File: src/hdl/mavg_pkg.sv
// package for the moving average window core
// holds parameter defaults shared by the core and its checker
// no dependencies
package mavg_pkg;

  localparam int unsigned WINDOW_DEF      = 16;
  localparam int unsigned SAMPLE_BITS_DEF = 16;

endpackage

File: src/hdl/mavg_ram.sv
// generic single write port, single read port ram with registered read
// width and depth set by parameters
// no dependencies
module mavg_ram #(
  parameter int unsigned WIDTH = 16,
  parameter int unsigned DEPTH = 16,
  localparam int unsigned AW   = (DEPTH > 1) ? $clog2(DEPTH) : 1
) (
  input  logic             clk_i,
  input  logic             we_i,
  input  logic [AW-1:0]    waddr_i,
  input  logic [WIDTH-1:0] wdata_i,
  input  logic [AW-1:0]    raddr_i,
  output logic [WIDTH-1:0] rdata_o
);

  logic [WIDTH-1:0] mem_q [DEPTH];
  logic [WIDTH-1:0] rdata_q;

  always_ff @(posedge clk_i) begin
    if (we_i) begin
      mem_q[waddr_i] <= wdata_i;
    end
    rdata_q <= mem_q[raddr_i];
  end

  assign rdata_o = rdata_q;

endmodule

File: src/hdl/mavg_div.sv
// bit-serial restoring divider, one quotient bit per cycle
// unsigned numerator and denominator, quotient held until the next start
// no dependencies
module mavg_div #(
  parameter int unsigned NUM_W = 20,
  parameter int unsigned DEN_W = 5,
  localparam int unsigned CW   = $clog2(NUM_W + 1)
) (
  input  logic             clk_i,
  input  logic             rst_ni,
  input  logic             start_i,
  input  logic [NUM_W-1:0] num_i,
  input  logic [DEN_W-1:0] den_i,
  output logic             done_o,
  output logic [NUM_W-1:0] quot_o
);

  logic [NUM_W-1:0] quo_q, quo_d;
  logic [DEN_W-1:0] rem_q, rem_d;
  logic [DEN_W-1:0] den_q;
  logic [CW-1:0]    cnt_q, cnt_d;
  logic             busy_q, busy_d;
  logic             done_q, done_d;

  logic [DEN_W:0]   shifted;
  logic [DEN_W:0]   diff;
  logic             fit;

  // next remainder bit comes from the top of the numerator shift register
  assign shifted = {rem_q, quo_q[NUM_W-1]};
  assign diff    = shifted - {1'b0, den_q};
  assign fit     = ~diff[DEN_W];

  always_comb begin
    quo_d  = quo_q;
    rem_d  = rem_q;
    cnt_d  = cnt_q;
    busy_d = busy_q;
    done_d = 1'b0;
    if (start_i) begin
      quo_d  = num_i;
      rem_d  = '0;
      cnt_d  = CW'(NUM_W);
      busy_d = 1'b1;
    end else if (busy_q) begin
      rem_d = fit ? diff[DEN_W-1:0] : shifted[DEN_W-1:0];
      quo_d = {quo_q[NUM_W-2:0], fit};
      cnt_d = cnt_q - CW'(1);
      if (cnt_q == CW'(1)) begin
        busy_d = 1'b0;
        done_d = 1'b1;
      end
    end
  end

  always_ff @(posedge clk_i or negedge rst_ni) begin
    if (!rst_ni) begin
      cnt_q  <= '0;
      busy_q <= 1'b0;
      done_q <= 1'b0;
    end else begin
      cnt_q  <= cnt_d;
      busy_q <= busy_d;
      done_q <= done_d;
    end
  end

  always_ff @(posedge clk_i) begin
    quo_q <= quo_d;
    rem_q <= rem_d;
    if (start_i) begin
      den_q <= den_i;
    end
  end

  assign done_o = done_q;
  assign quot_o = quo_q;

endmodule

File: src/hdl/moving_average_window_core.sv
// moving average over the last WINDOW signed samples
// uses mavg_pkg, mavg_ram and mavg_div
//
//   channel   signals                       beat carries
//   input     in_valid_i / in_stall_o       sample_i, signed SAMPLE_BITS
//   output    out_valid_o / out_stall_i     average_o, signed SAMPLE_BITS
//
// the bit-serial divider works one quotient bit per cycle
// the result beat is offered once the division is done and the output is free
// items are worked one at a time; a new beat is taken while a result waits
// reset clears the fill count, write slot and running sum; the ring is not cleared
// a stalled result holds the block in its last step until the output frees
module moving_average_window_core
  import mavg_pkg::*;
#(
  parameter int unsigned WINDOW      = WINDOW_DEF,
  parameter int unsigned SAMPLE_BITS = SAMPLE_BITS_DEF
) (
  input  logic                   clk_i,
  input  logic                   rst_ni,
  input  logic                   in_valid_i,
  output logic                   in_stall_o,
  input  logic [SAMPLE_BITS-1:0] sample_i,
  output logic                   out_valid_o,
  input  logic                   out_stall_i,
  output logic [SAMPLE_BITS-1:0] average_o
);

  localparam int unsigned POS_W = (WINDOW > 1) ? $clog2(WINDOW) : 1;
  localparam int unsigned CNT_W = $clog2(WINDOW + 1);
  localparam int unsigned SUM_W = SAMPLE_BITS + $clog2(WINDOW);

  localparam logic [1:0] ST_IDLE = 2'd0;
  localparam logic [1:0] ST_SUM  = 2'd1;
  localparam logic [1:0] ST_DIV  = 2'd2;
  localparam logic [1:0] ST_OUT  = 2'd3;

  logic [1:0]                    state_q, state_d;
  logic [POS_W-1:0]              wpos_q, wpos_d;
  logic [CNT_W-1:0]              cnt_q, cnt_d;
  logic signed [SUM_W-1:0]       sum_q, sum_d;
  logic signed [SAMPLE_BITS-1:0] sample_q;
  logic                          neg_q;
  logic                          out_valid_q, out_valid_d;
  logic [SAMPLE_BITS-1:0]        average_q, average_d;

  logic                          in_acc;
  logic                          out_free;
  logic                          full;
  logic signed [SAMPLE_BITS-1:0] old_sample;
  logic [SAMPLE_BITS-1:0]        ram_rdata;
  logic                          div_start;
  logic                          div_done;
  logic [SUM_W-1:0]              div_num;
  logic [SUM_W-1:0]              div_quot;
  logic [SUM_W-1:0]              quot_signed;

  assign in_stall_o = (state_q != ST_IDLE);
  assign in_acc     = in_valid_i & ~in_stall_o;
  assign out_free   = ~out_valid_q | ~out_stall_i;
  assign full       = (cnt_q == CNT_W'(WINDOW));
  assign old_sample = signed'(ram_rdata);

  // ring read address follows the write slot, so the oldest entry is ready by the sum step
  mavg_ram #(
    .WIDTH(SAMPLE_BITS),
    .DEPTH(WINDOW)
  ) u_ram (
    .clk_i  (clk_i),
    .we_i   (state_q == ST_SUM),
    .waddr_i(wpos_q),
    .wdata_i(sample_q),
    .raddr_i(wpos_q),
    .rdata_o(ram_rdata)
  );

  assign div_start = (state_q == ST_SUM);
  assign div_num   = sum_d[SUM_W-1] ? (SUM_W'(0) - sum_d) : sum_d;

  mavg_div #(
    .NUM_W(SUM_W),
    .DEN_W(CNT_W)
  ) u_div (
    .clk_i  (clk_i),
    .rst_ni (rst_ni),
    .start_i(div_start),
    .num_i  (div_num),
    .den_i  (cnt_d),
    .done_o (div_done),
    .quot_o (div_quot)
  );

  // truncation toward zero: divide magnitudes, then restore the sign
  assign quot_signed = neg_q ? (SUM_W'(0) - div_quot) : div_quot;

  always_comb begin
    state_d     = state_q;
    wpos_d      = wpos_q;
    cnt_d       = cnt_q;
    sum_d       = sum_q;
    out_valid_d = out_valid_q & out_stall_i;
    average_d   = average_q;
    unique case (state_q)
      ST_IDLE: begin
        if (in_acc) begin
          state_d = ST_SUM;
        end
      end
      ST_SUM: begin
        if (full) begin
          sum_d = sum_q - SUM_W'(old_sample) + SUM_W'(sample_q);
        end else begin
          sum_d = sum_q + SUM_W'(sample_q);
          cnt_d = cnt_q + CNT_W'(1);
        end
        if (wpos_q == POS_W'(WINDOW - 1)) begin
          wpos_d = '0;
        end else begin
          wpos_d = wpos_q + POS_W'(1);
        end
        state_d = ST_DIV;
      end
      ST_DIV: begin
        if (div_done) begin
          state_d = ST_OUT;
        end
      end
      ST_OUT: begin
        if (out_free) begin
          out_valid_d = 1'b1;
          average_d   = quot_signed[SAMPLE_BITS-1:0];
          state_d     = ST_IDLE;
        end
      end
      default: begin
        state_d = ST_IDLE;
      end
    endcase
  end

  always_ff @(posedge clk_i or negedge rst_ni) begin
    if (!rst_ni) begin
      state_q     <= ST_IDLE;
      wpos_q      <= '0;
      cnt_q       <= '0;
      sum_q       <= '0;
      out_valid_q <= 1'b0;
    end else begin
      state_q     <= state_d;
      wpos_q      <= wpos_d;
      cnt_q       <= cnt_d;
      sum_q       <= sum_d;
      out_valid_q <= out_valid_d;
    end
  end

  always_ff @(posedge clk_i) begin
    if (in_acc) begin
      sample_q <= signed'(sample_i);
    end
    if (state_q == ST_SUM) begin
      neg_q <= sum_d[SUM_W-1];
    end
    average_q <= average_d;
  end

  assign out_valid_o = out_valid_q;
  assign average_o   = average_q;

endmodule

File: config.mk
export PLATFORM = sky130hd
export DESIGN_NAME = moving_average_window_core
export DESIGN_NICKNAME = d
export VERILOG_FILES = /design/src/hdl/mavg_pkg.sv /design/src/hdl/mavg_ram.sv /design/src/hdl/mavg_div.sv /design/src/hdl/moving_average_window_core.sv
export SDC_FILE = /design/constraint.sdc
export NUM_CORES = 1
export LEC_CHECK = 0
export BUFFER_PORTS_ARGS = -buffer_cell sky130_fd_sc_hd__buf_2
export CAP_MARGIN = 20
export CORE_ASPECT_RATIO = 1.5
export CORE_MARGIN = 2
export CORE_UTILIZATION = 50
export CTS_BUF_LIST = sky130_fd_sc_hd__clkbuf_4 sky130_fd_sc_hd__clkbuf_8 sky130_fd_sc_hd__clkbuf_16
export DETAILED_ROUTE_END_ITERATION = 16
export PLACE_DENSITY = 0.72
export SYNTH_ARGS = -nofsm -noshare
export SYNTH_HDL_FRONTEND = slang
export SYNTH_HIERARCHICAL = 1
export SYNTH_SLANG_ARGS = --single-unit
File: constraint.sdc
create_clock -name clk_i -period 5.4 [get_ports clk_i]
set_input_delay 0 -clock clk_i [delete_from_list [all_inputs] [get_ports clk_i]]
set_output_delay 0 -clock clk_i [all_outputs]
set_load 0.005 [all_outputs]
==> impl_results.md, run 1 <==
- Outcome: finished, final reports clean
- Via/cell ratio: 5.753
- F_max: 207.5 MHz
- Synth Flop Type: edfxtp_1
- First-pass GRT wire length: 57730 microns
- Seq cells post-synth: 374
- Register area share after synthesis: 60.85%
- CP Capture Type: register
- Area Overhead vs Synth: 12.41%
- Number of global-route vias before repair: 10800
- Starting Density: 50.68%
- Mapped Nets: 1334
- Pwr Total: 12.90 mW
- Synth warn: 6
- Layout cell share with drive strength beyond 1: 18.04%
- Inst Count DP: 1741
- Dpl ws: 0.6352 ns
- WS Path Type: register to register
- Depth of the CTS H-tree: 2
- Worst path arrival time: 5.09 ns
- Most common cell after layout, fill and taps aside: edfxtp_1
- Async set-reset flop share out of synthesis: 10.43%
- Pre-Repair DR Iteration Count: 5
- Fin. max-slew vios: 0
- Design Area, Final: 20000 sq um
- CTS clock-pin slew for the worst setup and hold paths: 0.07 ns
- Largest stage delay on the critical path: 0.69 ns
- Syn Inst Count: 1237
- Multi-input gate area: 6354 sq um
- Leakage power: 7.352 nW
- Cell Area, Placed: 18670 sq um
- DRC: 0
- # clock sinks: 374
- TritonCTS clock tree: yes
- WL/cell: 19.88 microns
- Die span in y: 235.0 microns
- Synthesized area: 17790 sq um
- Maximum vdd drop: 0.3332 mV
- Final Cycle Share: 89.23%
- Clk_lat worst skew: 0.53 ns
- Data required time at the worst endpoint: 5.67 ns
- Die Span X: 158.0 microns
- Number of nets in the layout: 1421
- Initial antenna violation count: 0
- Count of final setup violators: 0
- I/O Pins: 38
- Slowest-stage cell, CP: edfxtp_1
- Crit path max fanout: 18
- Initial DRC count: 770
- PwrDens: 645.1 nW/um^2
- Tmin final: 4.818 ns
- Least-Margin Pin Slew: 1.002 ns
- Post-synth EDFFs: 314
- Final WS setup: 0.5818 ns
- Total grt overflow: 0
- Clock root cell: clkbuf_16
- Routability cong.: 0.9283
- Synth cell types: 83
- GR Util All Layers: 20.03%
- Area taken by flip-flops and latches: 10830 sq um
- Layout Utilization: 56.97%
- Num CTS Buffers: 35
- Final hold vios: 0
- Vias: 10470
- Relative slew margins: 33.17%
- # rows: 84
- Ant diodes: 0
- ANT nets after route: 0
- Critical Path Start Type: register
- Final wirelength: 36180 microns
- Full die area: 37130 sq um
- Avg Cell Area, Syn: 14.38 sq um
- IO Port Bufs: 37
- Worst hold margin: 0.09342 ns
- Clock skew: 0.01964 ns
- Non-Filler Instances: 1820
- Largest net degree at the start of global routing: 64
- Core Region: 35100 sq um
- Number of max-cap violations: 0
- Detailed placement HPWL: 24810 microns
- CP Cell Sequence: inv_1 > fa_1 > inv_1 > ha_1 > a21o_1 > and4_1 > o21a_1 > o41a_1 > a311oi_1 > xnor2_1 > a221o_1 > nor3_2 > a31oi_1 > xor2_1 > mux2_2
- RSZ-0062 raised after global routing: no
- Max Root-Sink Buffers: 3
- Commonest non-fill, non-tap cells in the layout: edfxtp_1, inv_1, nor2_1
- Hold Path Class: input pin to async pin
- Fill cell count: 2743
- CP most frequent cell: inv_1
- Setup TNS: 0 ns
- Resize count post-CTS: 0
flip-flops by register name, summed over array words and instances (netlist names), 16 cells and up:
register       cells
u_ram/mem_q      256
sum_q             20
u_div/quot_o      20
average_o         16
sample_q          16
u_ram/rdata_o     16
critical path: cells and delay by family, from the launching register on:
family | cells | cell delay, ns
xor+xnor | 2 | 0.29
mux | 1 | 0.27
compound gates | 6 | 1.68
fa+ha+maj | 2 | 0.85
buf+inv | 2 | 0.25
flops | 1 | 0.69
simple gates | 2 | 0.51
cells by family (layout without fill, tap and decap cells):
logic type	count (synthesis)	after routing	synth area share, %
DFF	374	374	60.85
adders and majority gates	77	77	6.302
and+or+nand+nor	252	252	7.090
muxes	97	97	10.34
AOI/OAI and AO/OA	224	224	8.940
xor gates and xnor gates	59	59	2.905
buffers and inverters	154	264	3.573
power by group:
part / total, mW / leakage [nW] / internal (mW) / switching, mW
clock network: 2.45 / 0.562 / 1.41 / 1.03
logic: 6.10 / 3.28 / 2.68 / 3.42
registers: 4.35 / 3.51 / 3.88 / 0.468
synth_stat cells (23+ instances only):
master / count / share of area [%]
edfxtp_1: 314 / 53
a22oi_1: 33 / 1.4
nand2_1: 64 / 1.4
mux2_2: 23 / 1.5
mux4_2: 54 / 6.8
ha_1: 56 / 3.9
nor2_1: 66 / 1.4
xnor2_1: 41 / 2.0
inv_1: 108 / 2.3
a21oi_1: 44 / 1.2
clkbuf_1: 27 / 0.57
nand3_1: 24 / 0.68
dfrtp_1: 39 / 5.5
o21ai_0: 30 / 0.84
cell type report:
class | count | area share (%)
Sequential cell | 374 | 54.16
Clock inverter | 14 | 0.8822
Multi-Input combinational cell | 709 | 31.77
Timing Repair Buffer | 96 | 3.379
Tap cell | 473 | 2.959
Inverter | 108 | 2.027
Clock buffer | 46 | 4.824
per-layer routing:
metal | GRT usage (%) | up-vias | wire [microns]
met5 | 0 | - | 0
met2 | 35.49 | 282 | 19080
met1 | 24.59 | 5230 | 14500
met4 | 7.508 | 0 | 1142
met3 | 2.932 | 78 | 1461
li1 | - | 4881 | -
final timing paths:
path | startpoint | to | slack (ns) | cells past startpoint
setup / recovery | sample_q[1] | u_div/quot_o[18] | 0.58 | 15
hold / removal | rst_ni | sum_q[13] | 0.09 | 3
setup reg to reg | sample_q[1] | u_div/quot_o[18] | 0.58 | 15
hold reg to reg | u_div/rem_q[4] | u_div/rem_q[4] | 0.51 | 2
max in group asynchronous | rst_ni | wpos_q[0] | 4.85 | 3
min in group clk_i | sample_i[10] | sample_q[10] | 0.17 | 2
repair_timing:
action	in CTS	in global routing
hold buffers	19	0
hold endpoints to repair	58	0
setup buffers	0	0
No activity file was read; power rests on OpenSTA's default activity.
==> inputs of run 2 (changes only) <==
==> constraint.sdc (replaced) <==
create_clock -name clk_i -period 5 [get_ports clk_i]
set_input_delay 0 -clock clk_i [delete_from_list [all_inputs] [get_ports clk_i]]
set_output_delay 0 -clock clk_i [all_outputs]
set_load 0.005 [all_outputs]
==> impl_results.md, run 2 (same netlist as run 1, synthesis figures left out) <==
- Detailed placement HPWL: 25900 microns (+4.4%)
- Ant diodes: 0 (unchanged)
- PwrDens: 703.8 nW/um^2 (+9.1%)
- Routability cong.: 0.8662 (-6.7%)
- Hold Path Class: input pin to async pin
- ANT nets after route: 0 (unchanged)
- Via/cell ratio: 5.815 (+1.1%)
- Count of final setup violators: 0 (unchanged)
- Depth of the CTS H-tree: 2 (unchanged)
- R2R cell count: 14 (-1)
- Clock power share: 19.2% (+0.2 points)
- Most common cell after layout, fill and taps aside: edfxtp_1
- Crit path max fanout: 4 (-14)
- Sw Share: 38.46% (+0.30 points)
- First-pass GRT wire length: 59400 microns (+2.9%)
- Top reg by flops: u_ram/mem_q
- Die span in y: 235.0 microns (unchanged)
- Die Span X: 158.0 microns (unchanged)
- Internal: 8.704 mW (+9.1%)
- # rows: 84 (unchanged)
- Final hold vios: 0 (unchanged)
- Tmin final: 4.513 ns (-0.3051 ns)
- I/O Pins: 38 (unchanged)
- Maximum vdd drop: 0.4208 mV (+26%)
- Max reg flops: 256 (unchanged)
- CTS clock-pin slew for the worst setup and hold paths: 0.07 ns (about the same)
- Clk_lat worst skew: 0.53 ns (about the same)
- Reg2reg end: u_div/quot_o[18]
- Logic pwr share: 47.6% (+0.3 points)
- Number of nets in the layout: 1429 (+0.56%)
- Full die area: 37130 sq um (unchanged)
- Relative slew margins: 37.58% (+4.4 points)
- Clock root cell: clkbuf_16
- TritonCTS clock tree: yes
- Area Overhead vs Synth: 12.96%
- Layout cell share with drive strength beyond 1: 18.48% (+0.44 points)
- F_max: 221.6 MHz (+6.8%)
- NetSw: 5.439 mW (+10%)
- Reg power frac: 33.2% (-0.5 points)
- WL/cell: 20.65 microns (+3.9%)
- CP Capture Type: register
- Setup crit end: u_div/quot_o[18]
- Outcome: finished, final reports clean
- Least-Margin Pin Slew: 0.9321 ns (-0.07038 ns)
- Final Cycle Share: 90.26% (+1.0 points)
- WS Path Type: register to register
- Reg2reg start: sum_q[6]
- Initial DRC count: 881 (+14%)
- Setup TNS: 0 ns (unchanged)
- DRC: 0 (unchanged)
- Largest net degree at the start of global routing: 53 (-17%)
- Starting Density: 50.68% (unchanged)
- # clock sinks: 374 (unchanged)
- Total grt overflow: 0 (unchanged)
- Number of global-route vias before repair: 10890 (+0.91%)
- Setup bufs post-CTS: 0 (unchanged)
- Core Region: 35100 sq um (unchanged)
- Worst R2R Setup Slack: 0.49 ns (-0.09 ns)
- Number of max-cap violations: 0 (unchanged)
- Clock skew: 0.01303 ns (-0.006613 ns)
- RSZ-0062 raised after global routing: no
- Fin. max-slew vios: 0 (unchanged)
- Final wirelength: 37800 microns (+4.5%)
- GR Util All Layers: 20.83% (+0.80 points)
- Vias: 10650 (+1.7%)
- Pre-Repair DR Iteration Count: 6 (+1)
- Commonest non-fill, non-tap cells in the layout: edfxtp_1, inv_1, nor2_1
- Max Root-Sink Buffers: 3 (unchanged)
- Origin of the worst setup path: sum_q[6]
- Data required time at the worst endpoint: 5.29 ns (-0.38 ns)
- Initial antenna violation count: 0 (unchanged)
- Pwr Total: 14.14 mW (+9.6%)
- IO Port Bufs: 37 (unchanged)
- Leakage power: 7.411 nW (+0.79%)
- Num CTS Buffers: 35 (unchanged)
- Critical Path Start Type: register
- Worst path arrival time: 4.80 ns (-0.29 ns)
==> run 2: cell types whose count changed in the layout (fill, tap and decap cells not counted), sizes merged <==
cell | previous run | this run
clkbuf | 46 | 45
buf | 77 | 85
clkinv | 8 | 11
bufinv | 3 | 4
==> run 2: power by group through the flow <==
stage          registers (mW)  clock network (mW)  logic (mW)
2_1_floorplan            4.57                   0        5.16
3_3_place_gp             4.74                   0        6.51
3_5_place_dp             4.76                   0        6.67
4_1_cts                  4.71                2.77        6.72
5_1_grt                  4.78                2.88        7.43
6_report                 4.70                2.71        6.73
==> run 2: cell type report <==
class,instances,area (sq um)
clock buffers,45,974.7
clock inverters,18,202.7
inverters,108,405.4
flip-flops and latches,374,10830
well taps,473,591.8
fillers,2806,15010
multi-input cells,709,6354
repair buffers,104,735.7
==> run 2: worst min path at each step <==
stage / start / end
4_1_cts: rst_ni / sum_q[16]
3_5_place_dp: rst_ni / sum_q[16]
3_3_place_gp: rst_ni / sum_q[18]
6_report: rst_ni / sum_q[16]
2_1_floorplan: rst_ni / cnt_q[0]
5_1_grt: rst_ni / sum_q[16]
==> run 2: stage by stage <==
step	util (%)	instances	hold WS [ns]	instance area [sq um]	worst slack [ns]
after global routing	57.24	1831	0.1538	20090	0.1982
after global placement	53.35	1749	0.1181	18730	0.6121
after floorplan	-	1237	-0.2956	17790	0.7615
final	57.24	1831	0.07461	20090	0.4869
after CTS	57.24	1831	0.09226	20090	0.5433
after detailed placement	53.35	1749	0.1155	18730	0.5417
==> run 2: per-layer routing <==
metal / wire, microns / up-vias / track usage [%]
met5: 0 / - / 0
met4: 1425 / 0 / 8.709
met3: 1852 / 105 / 3.025
met2: 19860 / 338 / 36.79
met1: 14670 / 5305 / 25.29
li1: - / 4899 / -
==> run 2: repair_timing <==
| item | 4_1_cts | 5_1_grt |
|---|---|---|
| gates resized for setup | 0 | 0 |
| hold buffers | 19 | 0 |
| endpoints found under the hold margin | 66 | 0 |
==> run 2: worst max-delay path, stage by stage (launching register included) <==
cell      delay, ns
dfrtp_1        0.39
inv_1          0.08
fa_1           0.53
inv_1          0.04
ha_1           0.32
a21oi_1        0.28
o21ai_0        0.35
o41a_1         0.51
a311oi_1       0.33
xnor2_1        0.16
a221o_1        0.42
nor3_2         0.27
a31oi_1        0.14
xor2_1         0.17
mux2_2         0.27
